File: src/rtl/iaie_pkg.sv
// Shared types and constants for the indexed array block.
// Used by iaie_ctrl, iaie_dp and the top level; no dependencies.
package iaie_pkg;

  localparam int DEPTH  = 64;
  localparam int ADDR_W = $clog2(DEPTH);
  localparam int CNT_W  = 7;
  localparam int POS_W  = 7;
  localparam int DATA_W = 32;

  typedef enum logic [2:0] {
    CMD_PUSH   = 3'd0,
    CMD_POP    = 3'd1,
    CMD_INSERT = 3'd2,
    CMD_ERASE  = 3'd3,
    CMD_READ   = 3'd4,
    CMD_WRITE  = 3'd5,
    CMD_FRONT  = 3'd6,
    CMD_BACK   = 3'd7
  } cmd_t;

  typedef enum logic [1:0] {
    ST_OK    = 2'd0,
    ST_OOB   = 2'd1,
    ST_EMPTY = 2'd2,
    ST_FULL  = 2'd3
  } stat_t;

  typedef struct packed {
    cmd_t                      command;
    logic [POS_W-1:0]          position;
    logic signed [DATA_W-1:0]  item_value;
  } in_word_t;

  typedef struct packed {
    stat_t                     status;
    logic signed [DATA_W-1:0]  read_value;
    logic [CNT_W-1:0]          element_count;
    logic                      is_empty;
    logic [CNT_W-1:0]          reported_capacity;
  } out_word_t;

  // Datapath operation for the current cycle, issued by the controller.
  typedef enum logic [2:0] {
    OP_NONE,
    OP_LOAD,
    OP_EXEC,
    OP_SHIFT,
    OP_PLACE,
    OP_CAPTURE,
    OP_EMIT
  } dp_op_t;

  // Datapath status seen by the controller.
  typedef struct packed {
    cmd_t command;
    logic is_err;
    logic at_pos;
    logic shift_last;
    logic out_free;
  } dp_stat_t;

endpackage

File: src/rtl/iaie_ram.sv
// Generic single-write, single-read RAM with registered read data.
// No dependencies.
module iaie_ram #(
  parameter int WIDTH = 32,
  parameter int DEPTH = 64
) (
  input  logic                     clk,
  input  logic                     we,
  input  logic [$clog2(DEPTH)-1:0] waddr,
  input  logic [WIDTH-1:0]         wdata,
  input  logic [$clog2(DEPTH)-1:0] raddr,
  output logic [WIDTH-1:0]         rdata
);

  logic [WIDTH-1:0] mem [DEPTH];

  always_ff @(posedge clk) begin
    if (we) begin
      mem[waddr] <= wdata;
    end
    rdata <= mem[raddr];
  end

endmodule

File: src/rtl/iaie_ctrl.sv
// Controller state machine for the indexed array block.
// Depends on iaie_pkg; drives iaie_dp through dp_op_t.
module iaie_ctrl import iaie_pkg::*; (
  input  logic     clk,
  input  logic     rst_n,
  input  logic     in_valid,
  output logic     in_stall,
  input  dp_stat_t stat,
  output dp_op_t   op
);

  typedef enum logic [2:0] {
    S_IDLE,
    S_EXEC,
    S_SHIFT,
    S_PLACE,
    S_RDWAIT,
    S_FINISH
  } state_t;

  state_t state_r, state_nxt;

  always_comb begin
    state_nxt = state_r;
    op        = OP_NONE;
    case (state_r)
      S_IDLE: begin
        if (in_valid) begin
          op        = OP_LOAD;
          state_nxt = S_EXEC;
        end
      end
      S_EXEC: begin
        op        = OP_EXEC;
        state_nxt = S_FINISH;
        if (!stat.is_err) begin
          case (stat.command)
            CMD_READ, CMD_FRONT, CMD_BACK: state_nxt = S_RDWAIT;
            CMD_INSERT, CMD_ERASE: begin
              if (!stat.at_pos) state_nxt = S_SHIFT;
            end
            default: state_nxt = S_FINISH;
          endcase
        end
      end
      S_SHIFT: begin
        op = OP_SHIFT;
        if (stat.shift_last) begin
          state_nxt = (stat.command == CMD_INSERT) ? S_PLACE : S_FINISH;
        end
      end
      S_PLACE: begin
        op        = OP_PLACE;
        state_nxt = S_FINISH;
      end
      S_RDWAIT: begin
        op        = OP_CAPTURE;
        state_nxt = S_FINISH;
      end
      S_FINISH: begin
        if (stat.out_free) begin
          op        = OP_EMIT;
          state_nxt = S_IDLE;
        end
      end
      default: state_nxt = S_IDLE;
    endcase
  end

  assign in_stall = (state_r != S_IDLE);

  always_ff @(posedge clk) begin
    if (!rst_n) begin
      state_r <= S_IDLE;
    end else begin
      state_r <= state_nxt;
    end
  end

endmodule

File: src/rtl/iaie_dp.sv
// Datapath for the indexed array block: element RAM, count, capacity,
// walk pointer and output register. Depends on iaie_pkg and iaie_ram.
module iaie_dp import iaie_pkg::*; (
  input  logic      clk,
  input  logic      rst_n,
  input  dp_op_t    op,
  output dp_stat_t  stat,
  input  in_word_t  in_word,
  output logic      out_valid,
  input  logic      out_stall,
  output out_word_t out_word
);

  cmd_t                     cmd_r, cmd_nxt;
  logic [POS_W-1:0]         pos_r, pos_nxt;
  logic signed [DATA_W-1:0] val_r, val_nxt;
  logic [CNT_W-1:0]         total_r, total_nxt;
  logic [CNT_W-1:0]         cap_r, cap_nxt;
  logic [ADDR_W-1:0]        ptr_r, ptr_nxt;
  stat_t                    stat_r, stat_nxt;
  logic signed [DATA_W-1:0] rdv_r, rdv_nxt;
  logic                     out_valid_r, out_valid_nxt;
  out_word_t                out_word_r, out_word_nxt;

  logic                     ram_we;
  logic [ADDR_W-1:0]        ram_waddr, ram_raddr;
  logic [DATA_W-1:0]        ram_wdata, ram_rdata;

  stat_t                    err;
  logic [CNT_W-1:0]         total_dec;
  logic [CNT_W:0]           cap_dbl;
  logic [CNT_W-1:0]         cap_grown;

  iaie_ram #(.WIDTH(DATA_W), .DEPTH(DEPTH)) u_ram (
    .clk   (clk),
    .we    (ram_we),
    .waddr (ram_waddr),
    .wdata (ram_wdata),
    .raddr (ram_raddr),
    .rdata (ram_rdata)
  );

  assign total_dec = total_r - CNT_W'(1);

  // Capacity doubles when the array is exactly filled to it, capped at DEPTH.
  always_comb begin
    cap_dbl   = (cap_r == '0) ? (CNT_W+1)'(1) : {cap_r, 1'b0};
    cap_grown = cap_r;
    if (total_r == cap_r) begin
      cap_grown = (cap_dbl > (CNT_W+1)'(DEPTH)) ? CNT_W'(DEPTH) : cap_dbl[CNT_W-1:0];
    end
  end

  always_comb begin
    err = ST_OK;
    case (cmd_r)
      CMD_PUSH: if (total_r >= CNT_W'(DEPTH)) err = ST_FULL;
      CMD_POP, CMD_FRONT, CMD_BACK: if (total_r == '0) err = ST_EMPTY;
      CMD_INSERT: begin
        if (pos_r > total_r) err = ST_OOB;
        else if (total_r >= CNT_W'(DEPTH)) err = ST_FULL;
      end
      default: if (pos_r >= total_r) err = ST_OOB;
    endcase
  end

  assign stat.command    = cmd_r;
  assign stat.is_err     = (err != ST_OK);
  assign stat.at_pos     = (cmd_r == CMD_INSERT) ? (pos_r == total_r) : (pos_r == total_dec);
  assign stat.shift_last = (cmd_r == CMD_INSERT) ? (ptr_r == pos_r[ADDR_W-1:0])
                                                 : (CNT_W'(ptr_r) == total_dec);
  assign stat.out_free   = !out_valid_r || !out_stall;

  always_comb begin
    cmd_nxt       = cmd_r;
    pos_nxt       = pos_r;
    val_nxt       = val_r;
    total_nxt     = total_r;
    cap_nxt       = cap_r;
    ptr_nxt       = ptr_r;
    stat_nxt      = stat_r;
    rdv_nxt       = rdv_r;
    out_word_nxt  = out_word_r;
    out_valid_nxt = out_valid_r && out_stall;
    ram_we        = 1'b0;
    ram_waddr     = pos_r[ADDR_W-1:0];
    ram_wdata     = val_r;
    ram_raddr     = ptr_r;

    case (op)
      OP_LOAD: begin
        cmd_nxt = in_word.command;
        pos_nxt = in_word.position;
        val_nxt = in_word.item_value;
        rdv_nxt = '0;
      end
      OP_EXEC: begin
        stat_nxt = err;
        if (err == ST_OK) begin
          case (cmd_r)
            CMD_PUSH: begin
              ram_we    = 1'b1;
              ram_waddr = total_r[ADDR_W-1:0];
              total_nxt = total_r + CNT_W'(1);
              cap_nxt   = cap_grown;
            end
            CMD_POP: total_nxt = total_dec;
            CMD_WRITE: ram_we = 1'b1;
            CMD_READ: ram_raddr = pos_r[ADDR_W-1:0];
            CMD_FRONT: ram_raddr = '0;
            CMD_BACK: ram_raddr = total_dec[ADDR_W-1:0];
            CMD_INSERT: begin
              cap_nxt = cap_grown;
              if (pos_r == total_r) begin
                ram_we    = 1'b1;
                total_nxt = total_r + CNT_W'(1);
              end else begin
                // walk down from the last element
                ram_raddr = total_dec[ADDR_W-1:0];
                ptr_nxt   = total_dec[ADDR_W-1:0];
              end
            end
            default: begin
              if (pos_r == total_dec) begin
                total_nxt = total_dec;
              end else begin
                ram_raddr = pos_r[ADDR_W-1:0] + ADDR_W'(1);
                ptr_nxt   = pos_r[ADDR_W-1:0] + ADDR_W'(1);
              end
            end
          endcase
        end
      end
      OP_SHIFT: begin
        // read of the next source overlaps the write of the previous one
        ram_we    = 1'b1;
        ram_wdata = ram_rdata;
        if (cmd_r == CMD_INSERT) begin
          ram_waddr = ptr_r + ADDR_W'(1);
          ram_raddr = ptr_r - ADDR_W'(1);
          ptr_nxt   = ptr_r - ADDR_W'(1);
        end else begin
          ram_waddr = ptr_r - ADDR_W'(1);
          ram_raddr = ptr_r + ADDR_W'(1);
          ptr_nxt   = ptr_r + ADDR_W'(1);
          if (stat.shift_last) total_nxt = total_dec;
        end
      end
      OP_PLACE: begin
        ram_we    = 1'b1;
        total_nxt = total_r + CNT_W'(1);
      end
      OP_CAPTURE: rdv_nxt = ram_rdata;
      OP_EMIT: begin
        out_valid_nxt                  = 1'b1;
        out_word_nxt.status            = stat_r;
        out_word_nxt.read_value        = rdv_r;
        out_word_nxt.element_count     = total_r;
        out_word_nxt.is_empty          = (total_r == '0);
        out_word_nxt.reported_capacity = cap_r;
      end
      default: ;
    endcase
  end

  always_ff @(posedge clk) begin
    if (!rst_n) begin
      total_r     <= '0;
      cap_r       <= '0;
      out_valid_r <= 1'b0;
    end else begin
      total_r     <= total_nxt;
      cap_r       <= cap_nxt;
      out_valid_r <= out_valid_nxt;
    end
    cmd_r      <= cmd_nxt;
    pos_r      <= pos_nxt;
    val_r      <= val_nxt;
    ptr_r      <= ptr_nxt;
    stat_r     <= stat_nxt;
    rdv_r      <= rdv_nxt;
    out_word_r <= out_word_nxt;
  end

  assign out_valid = out_valid_r;
  assign out_word  = out_word_r;

endmodule

File: src/rtl/indexed_array_insert_erase_top.sv
// Bounded ordered array of 64 signed 32-bit words with a dynamic-array command set.
// Input channel: in_valid / in_stall / in_word carry one command word
// (push, pop, insert, erase, read, write, front, back).
// Output channel: out_valid / out_stall / out_word carry one result word per
// command: status, read value, element count, empty flag, reported capacity.
// Commands are taken one at a time. Push, pop, write, insert at the end,
// erase of the last element and any rejected command go from execute to
// the result; read, front and back first capture the RAM read data. Insert
// at p below the count and erase below the last element walk a shift that
// moves one element per cycle through the single read and single write
// port of the element RAM; insert then places the new word.
// The next command is accepted once the current result is in the output
// register, even while the receiver stalls it; a second result waits until
// the first is taken. Reset clears the count and capacity; no clearing pass
// runs, and the block accepts a command in the first cycle after reset.
// Depends on iaie_pkg, iaie_ctrl, iaie_dp and iaie_ram.
module indexed_array_insert_erase_top import iaie_pkg::*; (
  input  logic      clk,
  input  logic      rst_n,
  input  logic      in_valid,
  output logic      in_stall,
  input  in_word_t  in_word,
  output logic      out_valid,
  input  logic      out_stall,
  output out_word_t out_word
);

  dp_op_t   op;
  dp_stat_t stat;

  iaie_ctrl u_ctrl (
    .clk      (clk),
    .rst_n    (rst_n),
    .in_valid (in_valid),
    .in_stall (in_stall),
    .stat     (stat),
    .op       (op)
  );

  iaie_dp u_dp (
    .clk       (clk),
    .rst_n     (rst_n),
    .op        (op),
    .stat      (stat),
    .in_word   (in_word),
    .out_valid (out_valid),
    .out_stall (out_stall),
    .out_word  (out_word)
  );

endmodule

File: config.mk
export PLATFORM = sky130hd
export DESIGN_NAME = indexed_array_insert_erase_top
export DESIGN_NICKNAME = d
export VERILOG_FILES = /design/src/rtl/iaie_pkg.sv /design/src/rtl/iaie_ram.sv /design/src/rtl/iaie_ctrl.sv /design/src/rtl/iaie_dp.sv /design/src/rtl/indexed_array_insert_erase_top.sv
export SDC_FILE = /design/constraint.sdc
export NUM_CORES = 2
export LEC_CHECK = 0
export BUFFER_PORTS_ARGS = -buffer_cell sky130_fd_sc_hd__buf_4
export CAP_MARGIN = 25
export CORE_ASPECT_RATIO = 0.7
export CORE_MARGIN = 1
export CORE_UTILIZATION = 40
export CTS_CLUSTER_SIZE = 24
export DETAILED_ROUTE_END_ITERATION = 8
export PLACE_DENSITY = 0.59
export SLEW_MARGIN = 40
export SYNTH_ARGS = -nofsm -noshare
export SYNTH_HDL_FRONTEND = slang
export SYNTH_SLANG_ARGS = --single-unit
File: constraint.sdc
create_clock -name clk -period 14.9 [get_ports clk]
set_clock_uncertainty 0.05 [all_clocks]
set_input_delay 1.49 -clock clk [delete_from_list [all_inputs] [get_ports clk]]
set_output_delay 1.49 -clock clk [all_outputs]
set_load 0.005 [all_outputs]
# Word level (Yosys, flattened, before mapping)
# Memories as Yosys holds them, arrays and structs flattened. A register that Yosys moved wholly into a read port is not among the register bits.
# Index checks and enable logic that the tools add are counted.
dict set report word_totals {
  regBits 149
  mem_bits_rw 2048
  input_bits 46
  word_cells 135
  n_memories 1
}
dict set report op_classes {
  n_addsub 5
  n_lt_le_gt_ge 4
  eq_ne 33
  muxes 49
  reduce_logical 28
}
# name depth width read_ports rd_clocked_by_memory_dff write_ports line
set memory_table {}
lappend memory_table {u_dp.u_ram.mem 64 32 1 1 1 iaie_ram.sv:15} ;# logic [WIDTH-1:0] mem [DEPTH];
# op count
set ops {}
lappend ops {{$pmux 32 s2} 1}
lappend ops {{$mux 6} 8}
lappend ops {{$pmux 6 s2} 4}
lappend ops {{$mux 7} 6}
lappend ops {{$mux 32} 1}
lappend ops {{$pmux 6 s5} 1}
lappend ops {{$pmux 7 s4} 1}
lappend ops {{$eq 3x3->1 const B} 9}
lappend ops {{$eq 7x7->1} 3}
lappend ops {{$mux 3} 7}
lappend ops {{$pmux 7 s3} 1}
lappend ops {{$eq 3x2->1 const B} 6}
lappend ops {{$pmux 3 s6} 1}
lappend ops {{$pmux 3 s5} 1}
lappend ops {{$logic_not 7->1} 2}
lappend ops {{$ne 2x2->1 const B} 7}
lappend ops {{$add 6x1->6 const B} 2}
lappend ops {{$reduce_or 2->1} 5}
lappend ops {{$eq 3x1->1 const B} 3}
lappend ops {{$mux 1} 9}
lappend ops {{$reduce_or 3->1} 3}
lappend ops {{$gt 8x7->1 const B} 1}
lappend ops {{$mux 8} 1}
lappend ops {{$add 7x1->7 const B} 1}
lappend ops {{other kinds (26)} 35}

# Longest topological paths before layout
dict set report logic_depth {
  depth_word 9
  ltp_mapped 19
  ltp_nobuf 14
}

# Modules after synthesis
# A second synthesis with hierarchy kept.
dict set report unflattened {
  cells_unflattened 4049
  hier_area_um2 86218.9
}
# module n_inst cells_each area_each_um2 seq_area_each_um2
set modules_own_cells {}
lappend modules_own_cells {iaie_ram 1 3324 78515.3 62139.6}
lappend modules_own_cells {iaie_dp 1 688 7404.6 4234.1}
lappend modules_own_cells {iaie_ctrl 1 37 299.0 60.1}

# Worst setup path after synthesis
# No wires, ideal clock.
dict set report synth_timing {
  path_kind {register -> register}
  from {register u_dp.total_r[4]}
  to {memory u_dp.u_ram.mem[18][0], enable pin}
  arrival_time_ns 4.895
  t_required_ns 14.429
  setup_slack_ns 9.533
  path_stages_with_launch 15
  path_buffers 1
  synth_period_minus_slack_ns 5.367
  path_cell_list {dfxtp_1 clkbuf_1 inv_1 ha_1 nand4_1 or2_2 o211ai_1 a31o_2 inv_1 nor4_1 nor2_1 a221oi_1 nand2b_1 nand2b_1 nor2_1}
}
dict set report synth_via {
  elab_chain_cells 9
  word_cells_on_any_way 20
}
# item line
set synth_lines {}
lappend synth_lines {{start: declaration} iaie_dp.sv:17} ;# logic [CNT_W-1:0] total_r, total_nxt;
lappend synth_lines {{start signal: assignment} iaie_dp.sv:172} ;# total_r <= total_nxt;
lappend synth_lines {{$ge 7x7->1} {iaie_dp.sv:57, iaie_dp.sv:61}}
lappend synth_lines {{$mux 2} {iaie_dp.sv:57, iaie_dp.sv:61}}
lappend synth_lines {{$mux 2} iaie_dp.sv:60} ;# if (pos_r > total_r) err = ST_OOB;
lappend synth_lines {{$pmux 2 s3 *} iaie_dp.sv:56} ;# case (cmd_r)
lappend synth_lines {{named net u_dp.err[0]} iaie_dp.sv:29} ;# stat_t err;
lappend synth_lines {{$logic_not 2->1 *} iaie_dp.sv:99} ;# if (err == ST_OK) begin
lappend synth_lines {{$mux 1} iaie_dp.sv:99}
lappend synth_lines {{$pmux 1 s2} iaie_dp.sv:90} ;# case (op)
lappend synth_lines {{$mux 1} iaie_ram.sv:18} ;# if (we) begin
lappend synth_lines {{$mux 1 (not written as such)} iaie_ram.sv:19} ;# mem[waddr] <= wdata;
lappend synth_lines {{end: declaration} iaie_ram.sv:15}
# Mark *: on every way through the listed nets, which the timed path passes. The rest lies on a longest branch.

# Final worst setup path
dict set report layout_timing {
  from {register u_dp.total_r[4]}
  to {register u_dp.u_ram.rdata[4], read port of u_dp.u_ram.mem}
}
dict set report layout_via {
  elab_chain_cells 7
  word_cells_on_any_way 18
}
# item line
set layout_lines {}
lappend layout_lines {{$ge 7x7->1} {iaie_dp.sv:57, iaie_dp.sv:61}}
lappend layout_lines {{$mux 2} {iaie_dp.sv:57, iaie_dp.sv:61}}
lappend layout_lines {{$mux 2} iaie_dp.sv:60}
lappend layout_lines {{$pmux 2 s3 *} iaie_dp.sv:56}
lappend layout_lines {{named net u_dp.err[0]} iaie_dp.sv:29}
lappend layout_lines {{$logic_not 2->1 *} iaie_dp.sv:99}
lappend layout_lines {{$mux 6 *} iaie_dp.sv:99}
lappend layout_lines {{$pmux 6 s2 *} iaie_dp.sv:90}
lappend layout_lines {{end: declaration} iaie_ram.sv:12} ;# output logic [WIDTH-1:0] rdata
# Marks and branches as above.
# A chain may end at the register's enable or synchronous reset.

==> flow_summary_export.csv <==
group,metric,value,unit
clock_network,cts_tree,"done",
hold_path,hold_depth,0,
critical_path,crit_fanout,140,
synth,seq_area_frac_synth,75.5,%
clock_network,cts.htree.levels,4,
clock_network,insertion_delay,0.86,ns
critical_path,ff2ff_path_depth,18,
final_layout,areaGrowthSynthToFinish,12.6,%
critical_path,cp.required,15.55,ns
hold_path,hold_path.class,"flop to flop",
clock_network,clock_sinks,2229,
timing,tns,0,ns
timing,max_freq,0.140,GHz
detailed_routing,drt-total-wl,258000,um
floorplanning,dieArea,222000,um^2
synth,synth_cell_types,74,
placement,routabilityCongestion,0.929,
synth,avgSynthCellArea,14.3,um^2
placement,dp_hpwl,138000,um
placement,place_inst,8888,
grt,track_usage,22.7,%
clock_network,ctsHoldBuffers,0,
synth,yosysMostFrequentCell,"edfxtp_1",
hold_path,hold_end,"u_dp.out_word[37]",
hold_path,worstHoldStart,"u_dp.rdv_r[22]",
timing,setup_viol,0,
detailed_routing,vias,54374,
run,cap_violations,0,
synth,syn-cell-area,88000,um^2
critical_path,rr_startpoint,"u_dp.total_r[4]",
grt,grt_pass1_wl,369000,um
synth,async_reset_ff_share,0,%
floorplanning,dieHeight,394,um
final_layout,final_cells,9248,
floorplanning,start_util,40.4,%
timing,tightest_slew,0.937,ns
timing,drv_slew,0,
synth,yosys_register_bits,2229,
final_layout,nNetsFinal,6256,
timing,fin_crit_sh,48.0,%
critical_path,rrSetupSlack,7.75,ns
timing,finalHoldViolations,0,
clock_network,cts_root_buf,"clkbuf_16",
synth,ys_top_cells_by_count,"2179 x edfxtp_1, 1297 x nand2_1, 640 x a21oi_1",
pwr,p_leak,0.0327,uW
detailed_routing,dr.pass1.iters,6,
synth,synth_nets,6231,
floorplanning,core_area,218000,um^2
critical_path,worstSetupStartpointType,"flop",
timing,maxSlewHeadroom,36.9,%
grt,grt_max_degree,164,
synth,ys_warn_count,0,
timing,rsz0062_at_grt,"no",
grt,grt_pass1_vias,51040,
detailed_routing,drtAntennaViolNets,0,
clock_network,postCtsSetupBuffers,0,
synth,yosys-top-cells-area,"edfxtp_1 74%, nand2_1 5.5%, a21oi_1 3.6%, mux2i_1 2.3%, a221oi_1 1.8%",
floorplanning,rows,143,
critical_path,reg2reg_to,"u_dp.u_ram.rdata[4]",
floorplanning,die_x,563,um
synth,syn_inst,6172,
clock_network,path_clk_slew,0.07,ns
run_status,status,"finished clean",
critical_path,criticalPathCategory,"flop to flop",
pwr,power_density,156,nW/um^2
grt,grt_overflow_total,0,
synth,synth_top_area_share,74.3,%
detailed_routing,viasPerCell,5.88,
grt,grt_antenna_before_repair,5,
clock_network,cts_buffers,203,
detailed_routing,post_drt_wl_per_cell,27.9,um
timing,layout_min_cycle_time,7.15,ns
placement,port_buffers,96,
floorplanning,io_pins,97,
detailed_routing,drc,0,
detailed_routing,drt-initial-drc-count,7944,
synth,yosysTopAreaCell,"edfxtp_1",
synth,synth_edf_count,2179,
clock_network,cts_resized,0,
final_layout,drive_above_1_share,11.1,%
critical_path,cp-end-kind,"flop",
clock_network,clock_path_buffers,4,
pwr,irDropWorstVdd,0.109,mV
synth,synthFlopType,"edfxtp_1",
critical_path,arrival,7.81,ns
[where the power goes]
group	internal, uW	switching [uW]	total (uW)
registers	7170	139	7310
logic	906	2210	3110
clock network	2740	2270	5010
total	10800	4620	15400
[worst max-delay path by stage]
stage	startpoint	cells past startpoint	to	slack [ns]
floorplan	u_dp.total_r[4]	14	u_dp.u_ram.mem[18][0]	9.53
global placement	u_dp.total_r[4]	17	u_dp.u_ram.rdata[1]	7.93
detailed placement	u_dp.total_r[4]	18	u_dp.u_ram.rdata[4]	7.92
CTS	u_dp.total_r[4]	18	u_dp.u_ram.rdata[4]	7.90
global route	u_dp.total_r[2]	18	u_dp.u_ram.rdata[4]	7.39
finish	u_dp.total_r[4]	18	u_dp.u_ram.rdata[4]	7.75
[layer usage]
layer / track usage (%) / up-vias / wire length (um)
met5: 0 / - / 61
met4: 5.82 / 10 / 6180
met3: 3.99 / 350 / 23500
met2: 32.9 / 2639 / 113000
met1: 35.0 / 27797 / 116000
li1: - / 23578 / -
[cells by family after synthesis]
kind of cell	Yosys count	share of synthesized area, %
compound gates	1297	9.75
fa+ha+maj	13	0.185
simple gates	1931	9.58
flops	2229	75.5
xor+xnor	37	0.401
mux	206	2.37
buf+inv	459	2.26
[critical path: stages, from the launching register on]
cell      delay, ns
dfxtp_1        0.65
inv_1          0.20
ha_1           0.35
nand4_1        0.13
or2_2          0.51
o211ai_1       0.16
a31o_2         0.27
inv_1          0.12
nor2_1         0.67
o221a_4        0.56
buf_12         0.28
buf_12         0.54
buf_4          0.72
buf_4          0.59
mux2i_1        0.24
a221oi_1       0.10
a21oi_1        0.16
nor4b_1        0.37
nor4_1         0.10
[per-stage QoR]
step / setup slack, ns / power, uW / hold slack, ns / cell area [um^2] / utilization (%)
3_5_place_dp: 7.92 / 10500 / 0.356 / 92900 / 42.6
6_report: 7.75 / 15400 / 0.363 / 99100 / 45.5
4_1_cts: 7.90 / 15500 / 0.366 / 99000 / 45.4
2_1_floorplan: 9.53 / 9370 / 0.350 / 88000 / -
5_1_grt: 7.39 / 16000 / 0.369 / 99100 / 45.5
3_3_place_gp: 7.93 / 10500 / 0.352 / 92500 / 42.4
[cell type report]
class / count / area, um^2
inverter: 22 / 82.6
tap: 2900 / 3630
clock inverter: 88 / 682
fill: 18999 / 119000
timing repair buffer: 257 / 2180
multi-input combinational: 3484 / 20600
antenna: 1 / 2.50
sequential: 2229 / 66400
clock buffer: 267 / 5480
[cells in the final DEF, fill, tap and decap left out, drive strengths merged, types with 25 or more instances in the layout]
| cell | netlist | final |
|---|---|---|
| nor2 | 106 | 106 |
| a31oi | 37 | 37 |
| edfxtp | 2179 | 2179 |
| buf | 172 | 255 |
| nor4b | 32 | 32 |
| and3 | 70 | 70 |
| a311oi | 65 | 65 |
| and2 | 41 | 41 |
| nand2 | 1297 | 1297 |
| a21oi | 640 | 640 |
| clkinv | 0 | 69 |
| a22o | 33 | 33 |
| xnor2 | 25 | 25 |
| nand3 | 183 | 183 |
| dfxtp | 50 | 50 |
| o21ai | 70 | 70 |
| nor4 | 136 | 136 |
| a21o | 66 | 66 |
| a32o | 66 | 66 |
| mux2i | 201 | 201 |
| clkbuf | 265 | 269 |
| a211oi | 70 | 70 |
| a221oi | 193 | 193 |
| inv | 22 | 26 |
[state kept, by name, summed over array words and instances, names as in the netlist, 3 cells and up]
name	count
u_dp.cmd_r	3
u_dp.cap_r	7
u_ctrl.state_r	3
u_dp.total_r	7
u_dp.u_ram.rdata	32
u_dp.out_word	49
u_dp.rdv_r	32
u_dp.u_ram.mem	2048
u_dp.ptr_r	6
u_dp.pos_r	7
u_dp.val_r	32
Power figures use the tool's default switching activity.
